File: src/rtl/core/srp_pkg.sv
// Package for the SMTP reply parser core.
// Holds the result word type, character constants and the keyword table.
// No dependencies.
package srp_pkg;

	localparam int unsigned LenWidth  = 5;
	localparam int unsigned CodeWidth = 10;

	localparam logic [LenWidth-1:0]  LenMax     = 5'd31;
	localparam logic [LenWidth-1:0]  KwLineLen  = 5'd14;
	localparam logic [LenWidth-1:0]  CodeLen    = 5'd3;
	localparam logic [LenWidth-1:0]  KwStart    = 5'd4;
	localparam logic [CodeWidth-1:0] CodeEhloOk = 10'd250;
	localparam logic [CodeWidth-1:0] CodeTemp   = 10'd400;
	localparam logic [CodeWidth-1:0] CodePerm   = 10'd500;

	localparam logic [7:0] ChLf    = 8'h0A;
	localparam logic [7:0] ChCr    = 8'h0D;
	localparam logic [7:0] ChDash  = 8'h2D;
	localparam logic [7:0] ChZero  = 8'h30;
	localparam logic [7:0] ChNine  = 8'h39;
	localparam logic [7:0] ChLowA  = 8'h61;
	localparam logic [7:0] ChLowZ  = 8'h7A;
	localparam logic [7:0] CaseBit = 8'h20;

	typedef enum logic [1:0] {
		CLASS_OK   = 2'd0,
		CLASS_TEMP = 2'd1,
		CLASS_PERM = 2'd2
	} reply_class_t;

	typedef struct packed {
		logic                 pipelining_seen;
		logic                 protocol_error;
		reply_class_t         reply_class;
		logic [CodeWidth-1:0] reply_code;
	} result_t;

	typedef struct packed {
		logic step;
		logic ehlo_mode;
	} step_ctl_t;

	function automatic logic [7:0] kw_char(input logic [3:0] idx);
		logic [7:0] c;
		case (idx)
			4'd0:    c = 8'h50; // P
			4'd1:    c = 8'h49; // I
			4'd2:    c = 8'h50; // P
			4'd3:    c = 8'h45; // E
			4'd4:    c = 8'h4C; // L
			4'd5:    c = 8'h49; // I
			4'd6:    c = 8'h4E; // N
			4'd7:    c = 8'h49; // I
			4'd8:    c = 8'h4E; // N
			4'd9:    c = 8'h47; // G
			default: c = 8'h00;
		endcase
		return c;
	endfunction

endpackage

File: src/rtl/core/srp_line_state.sv
// Running line state of the SMTP reply parser and the per-byte update.
// Depends on srp_pkg.
module srp_line_state (
	input  logic               clk,
	input  logic               arst_n,
	input  srp_pkg::step_ctl_t ctl,
	input  logic [7:0]         data_byte,
	output logic               has_result,
	output srp_pkg::result_t   result
);
	import srp_pkg::*;

	logic [LenWidth-1:0]  line_length_q;
	logic                 last_was_cr_q;
	logic [CodeWidth-1:0] code_q;
	logic                 digits_valid_q;
	logic                 fourth_is_dash_q;
	logic                 kw_match_q;
	logic                 first_line_q;
	logic                 pipe_flag_q;

	logic                 is_lf;
	logic                 is_digit;
	logic [7:0]           upper;
	logic [LenWidth-1:0]  kw_off;
	logic [LenWidth-1:0]  len_eff;
	logic                 short_err;
	logic                 final_line;
	logic                 pipe_set;
	logic                 pipe_next;
	logic [CodeWidth-1:0] code_mul;

	assign is_lf    = (data_byte == ChLf);
	assign is_digit = (data_byte >= ChZero) && (data_byte <= ChNine);
	assign upper    = ((data_byte >= ChLowA) && (data_byte <= ChLowZ)) ?
		(data_byte & ~CaseBit) : data_byte;
	assign kw_off   = line_length_q - KwStart;
	assign code_mul = CodeWidth'(code_q * 10) + CodeWidth'(data_byte - ChZero);

	assign len_eff   = (last_was_cr_q && line_length_q != '0) ?
		(line_length_q - 5'd1) : line_length_q;
	assign short_err = (len_eff < CodeLen) || !digits_valid_q;
	assign pipe_set  = ctl.ehlo_mode && (code_q == CodeEhloOk) && !first_line_q &&
		(len_eff == KwLineLen) && kw_match_q;
	assign pipe_next = pipe_flag_q || (!short_err && pipe_set);
	assign final_line = (len_eff == CodeLen) || !fourth_is_dash_q;

	assign has_result = is_lf && (short_err || final_line);

	always_comb begin
		result.pipelining_seen = pipe_next;
		result.protocol_error  = short_err;
		result.reply_code      = short_err ? '0 : code_q;
		if (short_err || code_q < CodeTemp) begin
			result.reply_class = CLASS_OK;
		end else if (code_q < CodePerm) begin
			result.reply_class = CLASS_TEMP;
		end else begin
			result.reply_class = CLASS_PERM;
		end
	end

	always_ff @(posedge clk or negedge arst_n) begin
		if (!arst_n) begin
			line_length_q    <= '0;
			last_was_cr_q    <= 1'b0;
			code_q           <= '0;
			digits_valid_q   <= 1'b1;
			fourth_is_dash_q <= 1'b0;
			kw_match_q       <= 1'b1;
			first_line_q     <= 1'b1;
			pipe_flag_q      <= 1'b0;
		end else if (ctl.step) begin
			if (is_lf) begin
				line_length_q    <= '0;
				last_was_cr_q    <= 1'b0;
				code_q           <= '0;
				digits_valid_q   <= 1'b1;
				fourth_is_dash_q <= 1'b0;
				kw_match_q       <= 1'b1;
				first_line_q     <= short_err || final_line;
				pipe_flag_q      <= pipe_next;
			end else begin
				if (line_length_q < CodeLen) begin
					if (is_digit) begin
						code_q <= code_mul;
					end else begin
						digits_valid_q <= 1'b0;
					end
				end else if (line_length_q == CodeLen) begin
					fourth_is_dash_q <= (data_byte == ChDash);
				end else if (line_length_q < KwLineLen) begin
					if (upper != kw_char(kw_off[3:0])) begin
						kw_match_q <= 1'b0;
					end
				end
				if (line_length_q < LenMax) begin
					line_length_q <= line_length_q + 5'd1;
				end
				last_was_cr_q <= (data_byte == ChCr);
			end
		end
	end

endmodule

File: src/rtl/core/smtp_reply_parser_core.sv
// SMTP reply code parser core: one reply byte per word in, one result per reply out.
// Path: an accepted byte is registered in byte_s1, then its result word is registered in out_q.
// Throughput: one byte per cycle; only a held result word stalls the input register.
// Reset: arst_n puts the line state at the start of a reply and clears the pipelining flag,
// ehlo_mode and both valid bits. Depends on srp_pkg and srp_line_state.
module smtp_reply_parser_core (
	input  logic        clk,
	input  logic        arst_n,
	input  logic        cfg_valid,
	output logic        cfg_ready,
	input  logic        cfg_data,    // ehlo_mode
	input  logic        s_tvalid,
	output logic        s_tready,
	input  logic [7:0]  s_tdata,     // [7:0] data_byte
	output logic        m_tvalid,
	input  logic        m_tready,
	output logic [15:0] m_tdata      // [9:0] reply_code, [11:10] reply_class,
	                                 // [12] protocol_error, [13] pipelining_seen
);
	import srp_pkg::*;

	logic       ehlo_mode_q;
	logic       valid_s1;
	logic [7:0] byte_s1;
	logic       adv_s1;
	logic       has_result;
	result_t    result;
	result_t    out_q;
	logic       out_valid_q;
	step_ctl_t  ctl;

	assign cfg_ready = 1'b1;

	assign adv_s1   = valid_s1 && (!has_result || !out_valid_q || m_tready);
	assign s_tready = !valid_s1 || adv_s1;

	assign ctl.step      = adv_s1;
	assign ctl.ehlo_mode = ehlo_mode_q;

	srp_line_state u_state (
		.clk       (clk),
		.arst_n    (arst_n),
		.ctl       (ctl),
		.data_byte (byte_s1),
		.has_result(has_result),
		.result    (result)
	);

	always_ff @(posedge clk or negedge arst_n) begin
		if (!arst_n) begin
			ehlo_mode_q <= 1'b0;
		end else if (cfg_valid) begin
			ehlo_mode_q <= cfg_data;
		end
	end

	always_ff @(posedge clk or negedge arst_n) begin
		if (!arst_n) begin
			valid_s1 <= 1'b0;
		end else if (s_tready) begin
			valid_s1 <= s_tvalid;
		end
	end

	always_ff @(posedge clk) begin
		if (s_tready && s_tvalid) begin
			byte_s1 <= s_tdata;
		end
	end

	always_ff @(posedge clk or negedge arst_n) begin
		if (!arst_n) begin
			out_valid_q <= 1'b0;
		end else if (adv_s1 && has_result) begin
			out_valid_q <= 1'b1;
		end else if (m_tready) begin
			out_valid_q <= 1'b0;
		end
	end

	always_ff @(posedge clk) begin
		if (adv_s1 && has_result) begin
			out_q <= result;
		end
	end

	assign m_tvalid = out_valid_q;
	assign m_tdata  = {2'b00, out_q};

	a_stall_only_on_full: assert property (@(posedge clk) disable iff (!arst_n)
		valid_s1 && !adv_s1 |-> out_valid_q && !m_tready && has_result)
		else $error("input register stalled without a held result word");

	a_error_zero_code: assert property (@(posedge clk) disable iff (!arst_n)
		m_tvalid && out_q.protocol_error |-> out_q.reply_code == '0 &&
		out_q.reply_class == CLASS_OK)
		else $error("protocol error word carries a code");

	a_class_match: assert property (@(posedge clk) disable iff (!arst_n)
		m_tvalid && !out_q.protocol_error |->
		(out_q.reply_class == CLASS_PERM) == (out_q.reply_code >= CodePerm))
		else $error("reply class does not match reply code");

	a_pipe_sticky: assert property (@(posedge clk) disable iff (!arst_n)
		m_tvalid && m_tready && out_q.pipelining_seen ##1 m_tvalid |->
		out_q.pipelining_seen)
		else $error("pipelining flag dropped");

endmodule

File: config.mk
export PLATFORM = sky130hd
export DESIGN_NAME = smtp_reply_parser_core
export DESIGN_NICKNAME = d
export VERILOG_FILES = /design/src/rtl/core/srp_pkg.sv /design/src/rtl/core/srp_line_state.sv /design/src/rtl/core/smtp_reply_parser_core.sv
export SDC_FILE = /design/constraint.sdc
export NUM_CORES = 1
export LEC_CHECK = 0
export BUFFER_PORTS_ARGS = -buffer_cell sky130_fd_sc_hd__buf_2
export CORE_ASPECT_RATIO = 1.75
export CORE_MARGIN = 2
export CORE_UTILIZATION = 30
export CTS_CLUSTER_DIAMETER = 80
export DETAILED_ROUTE_END_ITERATION = 8
export SLEW_MARGIN = 20
export SYNTH_ARGS = -nofsm -noshare
export SYNTH_HDL_FRONTEND = slang
export SYNTH_SLANG_ARGS = --single-unit
File: constraint.sdc
create_clock -name clk -period 3.5 [get_ports clk]
set_input_delay 0.7 -clock clk [delete_from_list [all_inputs] [get_ports clk]]
set_output_delay 0.7 -clock clk [all_outputs]
set_load 0.005 [all_outputs]
==> run summary, run 1 <==
The HPWL reported at the end of detailed placement came out at about 5800 um. The site row count came out at 50. STA puts the critical path data required time at 2.80 ns.

The area fraction of the dominant cell type after synthesis came out at between 10% and 20%. The final number of max-transition violations is 0. The synthesized netlist occupies a cell area of 0.003308 mm2. The placeable core region came out at ~0.011 mm2. The horizontal die dimension came out at between 80 and 90 um. The number of sinks handled by clock tree synthesis came out at between 40 and 50.

The worst setup path is captured at an output port. In this run, synthesis produced a sequential element count of 46. During I/O placement, the number of pins put on the boundary was 33. The final setup skew came out at just under 0.006 ns.

The H-tree depth reported by CTS is 2. The final cell count without fillers is a little under 500. The critical-path maximum fanout is 11.

The Yosys warning count is 0. The relative area change from synthesis to final layout is 12.25%. Counting flops with a built-in enable in the synthesized netlist gives 22. The number of hold-repair buffers added at the cts stage is 0. STA classifies the critical path startpoint as a register. The number of hold violations in the final report came out at 0.

The via count of the first global-routing pass was between 2000 and 3000. The total wire length came out at about 7400 um. Summed over all instances, the cell type with the most area after synthesis is sky130_fd_sc_hd__edfxtp_1. The first global-routing pass estimated between 10000 and 15000 um of wire.

TritonCTS built the clock tree. The number of iterations in the first detailed-routing pass is 4. The number of nets in the layout came out at 405. The per-cell routed wire length came out at between 15 and 20 um. The vertical extent of the die came out at between 100 and 150 um.

The number of antenna diodes in the final layout is 0. The starting utilization of the core area came out at 30.92%. At the later pin of the worst-skew pair, clock insertion delay measures 0.29 ns. The type of the tightest min-delay check is primary input to async pin. The global-route usage over all layers is between 10% and 20%. The clock period could shrink to 3.326 ns. Setup repair after global routing left no endpoint under its margin. The flow ran to the end, and the final reports show no timing, DRC or antenna violations.

The average instance area after synthesis is around 10 um2. The initial DRC count is 184. The leakage power of the design came out at between 1.5 and 2 nW.

The count of cells resized by post-cts repair came out at 0. The maximum clock frequency is approximately 300 MHz. The number of setup violations in the final report came out at 0. Counting instances in the post-synthesis netlist gives the leading cell types as sky130_fd_sc_hd__ha_1, sky130_fd_sc_hd__nand2_1, sky130_fd_sc_hd__o21ai_0. For this run, design rule violations remaining after detail routing come to 0. The clock tree buffer depth is 2. The worst slew slack as a fraction of its limit came out at 58.35%. Across the VDD grid, the largest voltage drop is 0.4693 mV. By startpoint and endpoint, the worst setup path is classified as register to output port. The via count is approximately 2500.

By area the synthesized netlist is led by sky130_fd_sc_hd__edfxtp_1, sky130_fd_sc_hd__dfrtp_1, sky130_fd_sc_hd__ha_1. The power density normalized to cell area came out at approximately 1000 mW/mm2. The synthesized netlist cell count came out at ~330. The clock-pin transition on the worst setup and hold timing paths is about 0.070 ns. Input and output buffers added on the ports amount to 29. The remaining global-route overflow came out at 0.

Max-cap violations in this run came to 0. The transition at the pin with the smallest max-transition slack came out at just over 0.6 ns. The number of instances in the placed design is 482. In this run, CTS created clock tree buffers numbering 5. The pin count of the biggest net entering global routing came out at 25. The number of different library cells used by synthesis comes to 70. The root buffer cell chosen for the clock tree is sky130_fd_sc_hd__clkbuf_16. Adding up every negative setup slack in the final design gives 0 ns. The antenna violation net count after detailed routing is 0. sky130_fd_sc_hd__ha_1 is the most common cell in the netlist. In the finished design, the share of the clock period the worst path needs comes to between 90% and 100%. Routability-driven placement finished with a final weighted congestion of 0.9412. The number of setup buffers added after CTS is 0.

The initial antenna violation count is 0. The data arrival time of the critical path is 2.63 ns. In the synthesized netlist the dominant register cell turns out to be sky130_fd_sc_hd__edfxtp_1. The die covers 0.01192 mm2. Of the cells placed in the final design, the portion with a size suffix greater than 1 is about a fifth.

The post-synthesis sequential area ratio came out at between 30% and 40%. The worst hold-check slack is ~0.40 ns. The via density per instance is between 5 and 6. The share of flip-flops with an asynchronous set or reset after synthesis came out at between 50 and 60%.
## cells in the final DEF (no fill, tap or decap), types with 4 or more instances in the layout
cell type | synthesis | layout
sky130_fd_sc_hd__nand4_1 | 5 | 5
sky130_fd_sc_hd__buf_4 | 3 | 5
sky130_fd_sc_hd__a21oi_1 | 19 | 19
sky130_fd_sc_hd__o31ai_1 | 4 | 4
sky130_fd_sc_hd__edfxtp_1 | 22 | 22
sky130_fd_sc_hd__clkbuf_16 | 0 | 5
sky130_fd_sc_hd__and2_1 | 12 | 12
sky130_fd_sc_hd__buf_2 | 4 | 29
sky130_fd_sc_hd__a21o_1 | 4 | 4
sky130_fd_sc_hd__nor3_1 | 7 | 7
sky130_fd_sc_hd__nand2_1 | 26 | 26
sky130_fd_sc_hd__nand3_1 | 9 | 9
sky130_fd_sc_hd__o21ai_0 | 26 | 26
sky130_fd_sc_hd__ha_1 | 30 | 30
sky130_fd_sc_hd__inv_1 | 23 | 23
sky130_fd_sc_hd__xnor2_1 | 13 | 13
sky130_fd_sc_hd__xor2_1 | 6 | 6
sky130_fd_sc_hd__dfrtp_1 | 21 | 19
sky130_fd_sc_hd__a31oi_1 | 7 | 7
sky130_fd_sc_hd__nor2_1 | 12 | 12
## routing by layer
layer / share of wire, % / up-vias / routed length, um / track usage, %
li1: - / 1256 / - / -
met1: 40 / 1202 / 2907 / 14.46
met2: 54 / 65 / 3949 / 23.94
met3: 3.2 / 20 / 236 / 2.139
met4: 3.6 / 0 / 264 / 6.385
met5: 0 / - / 0 / 0
## logic make-up (layout without fill, tap and decap cells)
group,count (synthesis),in the layout,share of synthesized area (%)
flip-flops,46,46,38.24
AND/OR/NAND/NOR,104,104,18.72
AO/OA/AOI/OAI,88,88,18.61
buffers and inverters,37,65,5.522
XOR/XNOR,19,19,5.030
other,2,3,0.2270
multiplexers,3,3,1.097
adder cells (fa/ha/maj),32,32,12.56
## through the flow
stage / area (um2) / worst slack, ns / utilization, % / power, mW
floorplan: 3312 / 0.5676 / - / 2.715
global placement: 3561 / 0.4928 / 33.29 / 3.092
detailed placement: 3561 / 0.4176 / 33.29 / 3.131
CTS: 3711 / 0.06530 / 34.69 / 3.629
global route: 3714 / 0.01829 / 34.71 / 3.965
finish: 3714 / 0.1738 / 34.71 / 3.606
## worst paths after layout
kind	to	from	slack (ns)	cells past startpoint
min in group clk	u_state.first_line_q$_DFFE_PN1P_	u_state.first_line_q$_DFFE_PN1P_	0.51	1
max reg2reg	byte_s1[7]$_DFFE_PP_	u_state.line_length_q[0]$_DFFE_PN0P_	0.45	8
min	u_state.line_length_q[3]$_DFFE_PN0P_	arst_n	0.40	1
max in group asynchronous	u_state.line_length_q[0]$_DFFE_PN0P_	arst_n	2.68	1
min reg2reg	u_state.first_line_q$_DFFE_PN1P_	u_state.first_line_q$_DFFE_PN1P_	0.51	1
max	s_tready	u_state.line_length_q[0]$_DFFE_PN0P_	0.17	8
## flip-flops by register name (all words and copies together) (netlist names)
| signal | count |
|---|---|
| ehlo_mode_q | 1 |
| u_state.pipe_flag_q | 1 |
| m_tvalid | 1 |
| m_tdata | 14 |
| u_state.digits_valid_q | 1 |
| byte_s1 | 8 |
| u_state.code_q | 10 |
| u_state.line_length_q | 5 |
| u_state.first_line_q | 1 |
| u_state.last_was_cr_q | 1 |
| u_state.fourth_is_dash_q | 1 |
| u_state.kw_match_q | 1 |
| valid_s1 | 1 |
## cell type report
class / instances / area, um2
clock buffer: 5 / 125.1
clock inverter: 3 / 25.02
fill: 1112 / 6984
inverter: 23 / 86.33
multi-input combinational: 249 / 1864
sequential: 46 / 1267
tap: 130 / 162.7
timing repair buffer: 34 / 182.7
## power by group
group	leakage, nW	internal [mW]	switching [mW]
Combinational	1.01	1.04	1.20
Sequential	0.472	0.707	0.179
Clock	0.0704	0.268	0.212
## critical path: stages (launching register included)
cell and delay (ns):
sky130_fd_sc_hd__dfrtp_2 0.48, sky130_fd_sc_hd__inv_1 0.23, sky130_fd_sc_hd__ha_1 0.25, sky130_fd_sc_hd__nand3b_1 0.22
sky130_fd_sc_hd__a311oi_4 0.41, sky130_fd_sc_hd__o311ai_2 0.15, sky130_fd_sc_hd__a311oi_1 0.38, sky130_fd_sc_hd__inv_1 0.07
sky130_fd_sc_hd__buf_2 0.13
No activity file was read; power rests on OpenSTA's default activity.
==> run 2, diff against run 1 <==
Settings changed: ABC_AREA set to 1, REMOVE_ABC_BUFFERS set to 1.
==> run 2 against run 1 <==
Cell count is 28% higher; clock skew is 0.0026 ns higher; maximum frequency is 4.6% higher; count of clock-buffer cells in the layout stayed put; power is 15% lower; largest cell class unchanged; largest power group unchanged; highest routed layer unchanged.
==> run summary, run 2 <==
The switching power share of the total came out at between 40% and 50%. The Yosys warning count is 0. The data arrival time of the critical path came out at ~2.5 ns. Clock-pin slew was measured on the worst setup and hold paths at around 0.070 ns. The first global-routing pass estimated between 10000 and 15000 um of wire. The share of flip-flops with an asynchronous set or reset after synthesis is 52.17%.

The area growth from synthesis to layout is 11.94%. The via density per instance is roughly 4.9. The clock network fraction of total power is 16.0%.

The number of antenna cells inserted is 0. The run finished with clean final reports. The flip-flop count of the largest register after layout is 14. The pin count of the biggest net entering global routing came out at 27. The number of cells on the worst reg-to-reg path is 16. The worst setup path is captured at an output port. The count of cells resized by post-cts repair came out at 0.

The initial antenna violation count came out at 0. Summing every instance area after synthesis gives 0.003501 mm2. The net switching power of the design came out at 1.452 mW. The most used flip-flop cell after synthesis is sky130_fd_sc_hd__edfxtp_1. The initial DRC count came out at about 160. In this run the critical register-to-register path is captured at u_state.code_q[9]$_DFFE_PN0P_. The logic depth of the worst setup path including buffers came out at 12. The kind of cell adding the most delay to the critical path is simple AND/OR/NAND/NOR gates. The setup TNS came out at 0 ns. The CTS tree is built. The commonest cells after synthesis are sky130_fd_sc_hd__nand2_1, sky130_fd_sc_hd__inv_1, sky130_fd_sc_hd__nor2_1. The CTS buffer count came out at 5.

The critical-path maximum fanout is 13. The transition at the pin with the smallest max-transition slack came out at slightly below 0.6 ns. Derived from the worst setup path, the maximum achievable clock frequency is about 310 MHz.

The number of setup violations in the final report is 0. Counting the fill cells in the layout gives roughly 1200. Measured against its own limit, the worst slew margin works out to around 60%. The total chip power came out at 3.068 mW. The via count came out at approximately 3000.

The data required time at the worst endpoint came out at 2.80 ns. The number of buffer and inverter instances along the worst setup path came out at 2. In this run the standard cell core region covers about 0.011 mm2. The most critical setup path has its endpoint at s_tready. The sequential cells in the finished layout cover a total of about 0.0013 mm2. The number of enable-type register cells in the synthesized netlist is 22. Synthesis instantiated 37 different standard cells from the library.

The antenna violation net count after detailed routing is 0. The tightest hold path in the finished design has a slack of 0.3961 ns. The most frequent standard cell in the layout excluding fill and tap cells is sky130_fd_sc_hd__nand2_1.

The internal power consumption came out at between 1.5 and 2 mW. The tightest min-delay check is of the primary input to async pin type. The via count of the first global-routing pass is slightly above 3000. The post-route clock period utilization came out at between 90 and 100%.

Once placement finished, the instance area stood at around 0.0038 mm2. From bottom edge to top edge, the die measures 146.9 um. Setup repair after global routing left no endpoint under its margin. The cell area after layout is a little under 0.004 mm2. The flop-to-flop setup slack is between 0.4 and 0.5 ns. In this run the critical register-to-register path is launched from u_state.code_q[3]$_DFFE_PN0P_.

The HPWL reported at the end of detailed placement is between 6000 and 7000 um. Buffers placed on the I/O ports in this run total 29. Summing the sequential cell areas from Yosys gives 36.13% of the chip area. The critical path class is register to output port. The H-tree depth reported by CTS is 2. The share of total power dissipated in combinational logic is 58.4%.

The largest single stage delay on the critical path is around 0.5 ns. Between clock sinks in the finished design, the worst skew comes to ~0.0084 ns. The synthesized design contains 46 register bits. The average instance area after synthesis came out at 7.594 um2. For this run, the share of the core covered by cells in the final layout is 34.22%. The fraction of power consumed by sequential logic is about a quarter. The per-cell routed wire length came out at between 10 and 15 um. The clock tree buffer depth came out at 2. The number of hold-repair buffers added at the cts stage is 0. The combined area of the multi-input logic cells came out at between 0.0015 and 0.002 mm2. The global-route usage over all layers is 14.24%. The launching element type of the critical path is a register. The cell chosen for the clock root is sky130_fd_sc_hd__clkbuf_16.

The initial utilization of the core area, before any placement, comes to between 30% and 40%. The leakage power of the design came out at a little under 2 nW. In the post-synthesis netlist, the cell with the most instances is sky130_fd_sc_hd__nand2_1. The DRC violations left came out at 0. The signal on the critical path passes through inv_1, ha_1, nand3_4, nand2_4, nor2_1, nor2_2, nand3_2, nor2_2, nor2_2, nand2_2, nand3_1, buf_2. The power density normalized to cell area came out at between 700 and 800 mW/mm2.

The floorplan has 52 rows. The biggest area contributor in the post-synthesis netlist is sky130_fd_sc_hd__edfxtp_1. The final number of max-transition violations is 0. The pre-antenna-repair detailed-routing pass consisted of 4 iterations. Yosys attributes the largest share of cell area to sky130_fd_sc_hd__edfxtp_1, sky130_fd_sc_hd__dfrtp_1, sky130_fd_sc_hd__nand2_1.

In the layout the commonest cells are sky130_fd_sc_hd__nand2_1, sky130_fd_sc_hd__inv_1, sky130_fd_sc_hd__nor2_1. The area enclosed by the die boundary is approximately 0.013 mm2. The remaining global-route overflow is 0. The highest-delay cell along the critical path is sky130_fd_sc_hd__dfrtp_2. Buffers added to address setup during post-CTS repair amount to 0. The horizontal die dimension is between 80 and 90 um. At the end of the flow, the number of nets in the layout was between 500 and 600. The number of violations of the max-capacitance limit is 0. Among the stages of the critical path, the cell type that occurs most often is sky130_fd_sc_hd__nor2_2. The critical path starts at u_state.line_length_q[2]$_DFFE_PN0P_. VDD sags by at most between 0.4 and 0.5 mV. The number of hold violations in the final report is 0. The total wire length is about 8400 um. The area fraction of the dominant cell type after synthesis is a little under a fifth.

The fraction of layout cells with a size suffix above 1 is 14.05%. The minimum clock period is between 3 and 4 ns. The synthesized netlist cell count came out at between 400 and 500.

The number of primary I/O pins is 33. Counting every sink on the clock net gives 46. The later-pin clock latency in the skew report is slightly below 0.3 ns. At the end of routability-driven placement, the weighted congestion stood at between 0.9 and 1.
run 2: layout make-up:
type / count / share of cell area (%)
Timing Repair Buffer: 34 / 4.662
Sequential cell: 46 / 32.31
Multi-Input combinational cell: 341 / 48.95
Tap cell: 135 / 4.310
Clock inverter: 3 / 0.6386
Clock buffer: 5 / 3.193
Inverter: 62 / 5.939
run 2: cell families (layout without fill, tap and decap cells):
family | count (synthesis) | count (layout) | share of synthesized area [%]
AOI/OAI and AO/OA | 34 | 34 | 5.397
buffers and inverters | 75 | 104 | 9.185
xor gates and xnor gates | 11 | 11 | 2.752
adders and majority gates | 32 | 32 | 11.87
muxes | 1 | 1 | 0.3216
other | 2 | 3 | 0.2145
DFF | 46 | 46 | 36.13
and+or+nand+nor | 260 | 260 | 34.13
run 2: through the flow:
stage | cells | setup WS (ns)
6_report | 626 | 0.3210
5_1_grt | 626 | 0.09831
4_1_cts | 626 | 0.1626
3_5_place_dp | 618 | 0.4880
3_3_place_gp | 618 | 0.4904
2_1_floorplan | 449 | 0.7755
run 2: metal layers:
metal / GRT usage (%) / part of all wire, % / vias up
met5: 0 / 0 / -
met4: 7.937 / 3.7 / 0
met3: 1.629 / 2.8 / 20
met2: 25.94 / 54 / 67
met1: 15.61 / 39 / 1410
li1: - / - / 1556
run 2: power groups by stage:
| stage | Combinational [mW] | Clock [mW] | Sequential (mW) |
|---|---|---|---|
| final | 1.79 | 0.490 | 0.788 |
| after global routing | 2.06 | 0.522 | 0.804 |
| after CTS | 1.78 | 0.501 | 0.786 |
| after detailed placement | 1.77 | 0 | 0.796 |
| after global placement | 1.74 | 0 | 0.792 |
| after floorplan | 1.41 | 0 | 0.757 |
run 2: worst min path at each step:
stage	start	to	slack, ns
after CTS	arst_n	u_state.line_length_q[1]$_DFFE_PN0P_	0.42
after global placement	u_state.kw_match_q$_DFFE_PN1P_	u_state.kw_match_q$_DFFE_PN1P_	0.45
after global routing	arst_n	u_state.line_length_q[1]$_DFFE_PN0P_	0.44
final	arst_n	u_state.line_length_q[1]$_DFFE_PN0P_	0.40
after floorplan	arst_n	ehlo_mode_q$_DFFE_PN0P_	0.40
after detailed placement	u_state.first_line_q$_DFFE_PN1P_	u_state.first_line_q$_DFFE_PN1P_	0.46
==> run 3, diff against run 2 <==
Settings changed: CELL_PAD_IN_SITES_DETAIL_PLACEMENT set to 1, CELL_PAD_IN_SITES_GLOBAL_PLACEMENT set to 2, PLACE_DENSITY_LB_ADDON set to 0.1.
==> run 3 against run 2 <==
Worst hold slack gained 0.022 ns; sequential cell count is the same; worst setup slack got worse by 0.074 ns; first-iteration DRC count fell by 68%; critical path type unchanged; largest power group unchanged.
==> run summary, run 3 (synthesized netlist as in run 2, its figures left out) <==
The data arrival time of the critical path is around 2.6 ns. The initialized floorplan defines 52 standard-cell rows. Before antenna repair, the detailed router went through 4 iterations.

The switching power share of the total came out at around half. The leakage power of the design is about 2.0 nW. The clock tree buffer depth came out at 2. The via count of the first global-routing pass is ~3400.

Among all stages on the critical path, the largest delay is contributed by sky130_fd_sc_hd__dfrtp_2. The area enclosed by the die boundary is 0.01258 mm2. The peak supply drop is 0.6569 mV.

The endpoint identified for the worst register-to-register timing path is u_state.code_q[9]$_DFFE_PN0P_. The nature of the critical path endpoint is an output port. The fraction of layout cells with a size suffix above 1 is around 14%.

The final cell count without fillers is 627. The via count came out at 3094. The number of antenna cells inserted is 0.

The number of filler instances in the final layout is approximately 1500. The tightest min-delay check is of the primary input to async pin type. In this run the worst setup path begins at u_state.line_length_q[2]$_DFFE_PN0P_. The total area inside the core boundary comes to 0.01145 mm2.

The kind of cell adding the most delay to the critical path is simple AND/OR/NAND/NOR gates. In this design, the stage delay of the slowest critical-path cell is about 0.5 ns. The first-pass GRT wire length came out at 18060 um.

The antenna violation net count after detailed routing is 0. The portion of total power attributed to combinational logic is 61.0%. Routability-driven placement finished with a final weighted congestion of about 0.8.

The post-route core utilization is between 30% and 40%. The number of primary I/O pins is 33. The most frequent standard cell in the layout excluding fill and tap cells is sky130_fd_sc_hd__nand2_1.

In the finished design, the share of the clock period the worst path needs comes to 92.93%. The launching element type of the critical path is a register. In this run the critical register-to-register path is launched from u_state.code_q[1]$_DFFE_PN0P_. The via density per instance is ~5. The worst slew slack as a fraction of its limit came out at about three fifths.

Entering global routing, the biggest net connects 27 pins. The number of sinks handled by clock tree synthesis came out at 46. The number of nets in the layout is roughly 540. The clock network fraction of total power is 14.9%. The net switching power of the design came out at 1.614 mW. After detailed routing, the number of remaining DRC violations is 0. For this run the aggregate overflow at the end of global routing stands at 0. At the worst endpoint, the required time is 2.80 ns. The final number of max-transition violations is 0.

The run finished with clean final reports. The number of hold-repair buffers added at the cts stage came out at 0. The number of input and output port buffers inserted is 29. The number of buffer and inverter instances along the worst setup path came out at 2.

The global-route usage over all layers is 18.94%. TritonCTS built the clock tree. The per-cell routed wire length came out at 17.69 um. The fraction of power consumed by sequential logic came out at 24.2%. Setup repair after global routing left no endpoint under its margin. Subtracting the final worst setup slack from the clock period gives around 3.3 ns. The CTS buffer count came out at 5. The later-pin clock latency in the skew report came out at roughly 0.30 ns. The flip-flop count of the largest register after layout came out at 14. The clock-pin transition on the worst setup and hold timing paths came out at about 0.070 ns. The critical path in this run is classified as register to output port. The number of cells on the worst reg-to-reg path is 16. The vertical extent of the die is around 150 um. The starting utilization of the core area came out at 30.57%. For this block, the initial DRC count from the detailed router was 52. CTS placed an instance of sky130_fd_sc_hd__clkbuf_16 at the clock tree root. Counting tap cells, the placed design contains a total of 619 instances. The power density normalized to cell area is around 830 mW/mm2.

The initial antenna violation count came out at 0. The H-tree generated during clock tree synthesis spans 2 levels. Cell internal power was estimated by the tool at ~1.6 mW.

The flop-to-flop setup slack is between 0.3 and 0.4 ns. The number of violations of the max-capacitance limit is 0. The number of setup violations in the final report came out at 0. Derived from the worst setup path, the maximum achievable clock frequency is 307.4 MHz. The relative area change from synthesis to final layout is 11.94%.

The setup TNS came out at 0 ns. Along the worst path, the maximum fanout reaches 13. The number of hold violations in the final report came out at 0. The transition at the pin with the smallest max-transition slack came out at approximately 0.63 ns. The HPWL reported at the end of detailed placement came out at approximately 8900 um. The horizontal die dimension came out at between 80 and 90 um. The critical path goes through inv_1, ha_1, nand3_4, nand2_4, nor2_1, nor2_2, nand3_2, nor2_2, nor2_2, nand2_2, nand3_1, buf_2. The total wire length is 11090 um.

The final setup skew came out at roughly 0.011 ns. The library cells used most frequently in the layout, excluding fill and tap cells, are sky130_fd_sc_hd__nand2_1, sky130_fd_sc_hd__inv_1, sky130_fd_sc_hd__nor2_1. The most frequent cell on the critical path is sky130_fd_sc_hd__nor2_2.
==> run 3: changes by cell type in the layout (fill, tap and decap cells not counted), sizes merged <==
cell and delta:
clkinv +1, buf +1, inv -1, clkinvlp -1
clkbuf +1
==> run 3: power by group through the flow <==
stage               clock [mW]  combinational [mW]  sequential [mW]
detailed placement           0                2.01            0.796
CTS                      0.492                2.02            0.785
global placement             0                1.97            0.793
global route             0.513                2.26            0.803
finish                   0.482                1.98            0.783
floorplan                    0                1.41            0.757
==> run 3: routing by layer <==
metal | track usage, % | vias to the layer above | wire [um]
met2 | 37.66 | 25 | 6527
met5 | 0 | - | 0
met4 | 7.143 | 0 | 298
met1 | 19.96 | 1501 | 4156
li1 | - | 1555 | -
met3 | 1.348 | 13 | 108
==> run 3: per-stage QoR <==
| step | instance area [um2] | total power [mW] | worst slack, ns | hold slack (ns) |
|---|---|---|---|---|
| after detailed placement | 3775 | 2.810 | 0.3182 | 0.4552 |
| after global routing | 3919 | 3.573 | 0.02721 | 0.4672 |
| after floorplan | 3416 | 2.169 | 0.7755 | 0.4044 |
| after global placement | 3775 | 2.766 | 0.3854 | 0.4541 |
| after CTS | 3918 | 3.299 | 0.09960 | 0.4390 |
| final | 3919 | 3.243 | 0.2474 | 0.4176 |
==> run 3: worst max-delay path by stage <==
stage,to,cells past startpoint
after global routing,s_tready,12
after CTS,s_tready,11
after global placement,u_state.code_q[9]$_DFFE_PN0P_,16
after floorplan,u_state.code_q[9]$_DFFE_PN0P_,16
final,s_tready,12
after detailed placement,u_state.code_q[9]$_DFFE_PN0P_,16
==> run 3: area by class of cell <==
type	instances	area, um2	area share, %
Sequential cell	46	1266	32.31
Tap cell	135	168.9	4.310
Timing Repair Buffer	35	190.2	4.853
Clock inverter	2	13.76	0.3512
Clock buffer	6	128.9	3.289
Multi-Input combinational cell	341	1918	48.95
Inverter	62	232.7	5.939
==> run 3: what timing repair did <==
action	in CTS	in global routing
setup buffers	0	0
endpoints found under the setup margin	0	1
resized for setup	0	1
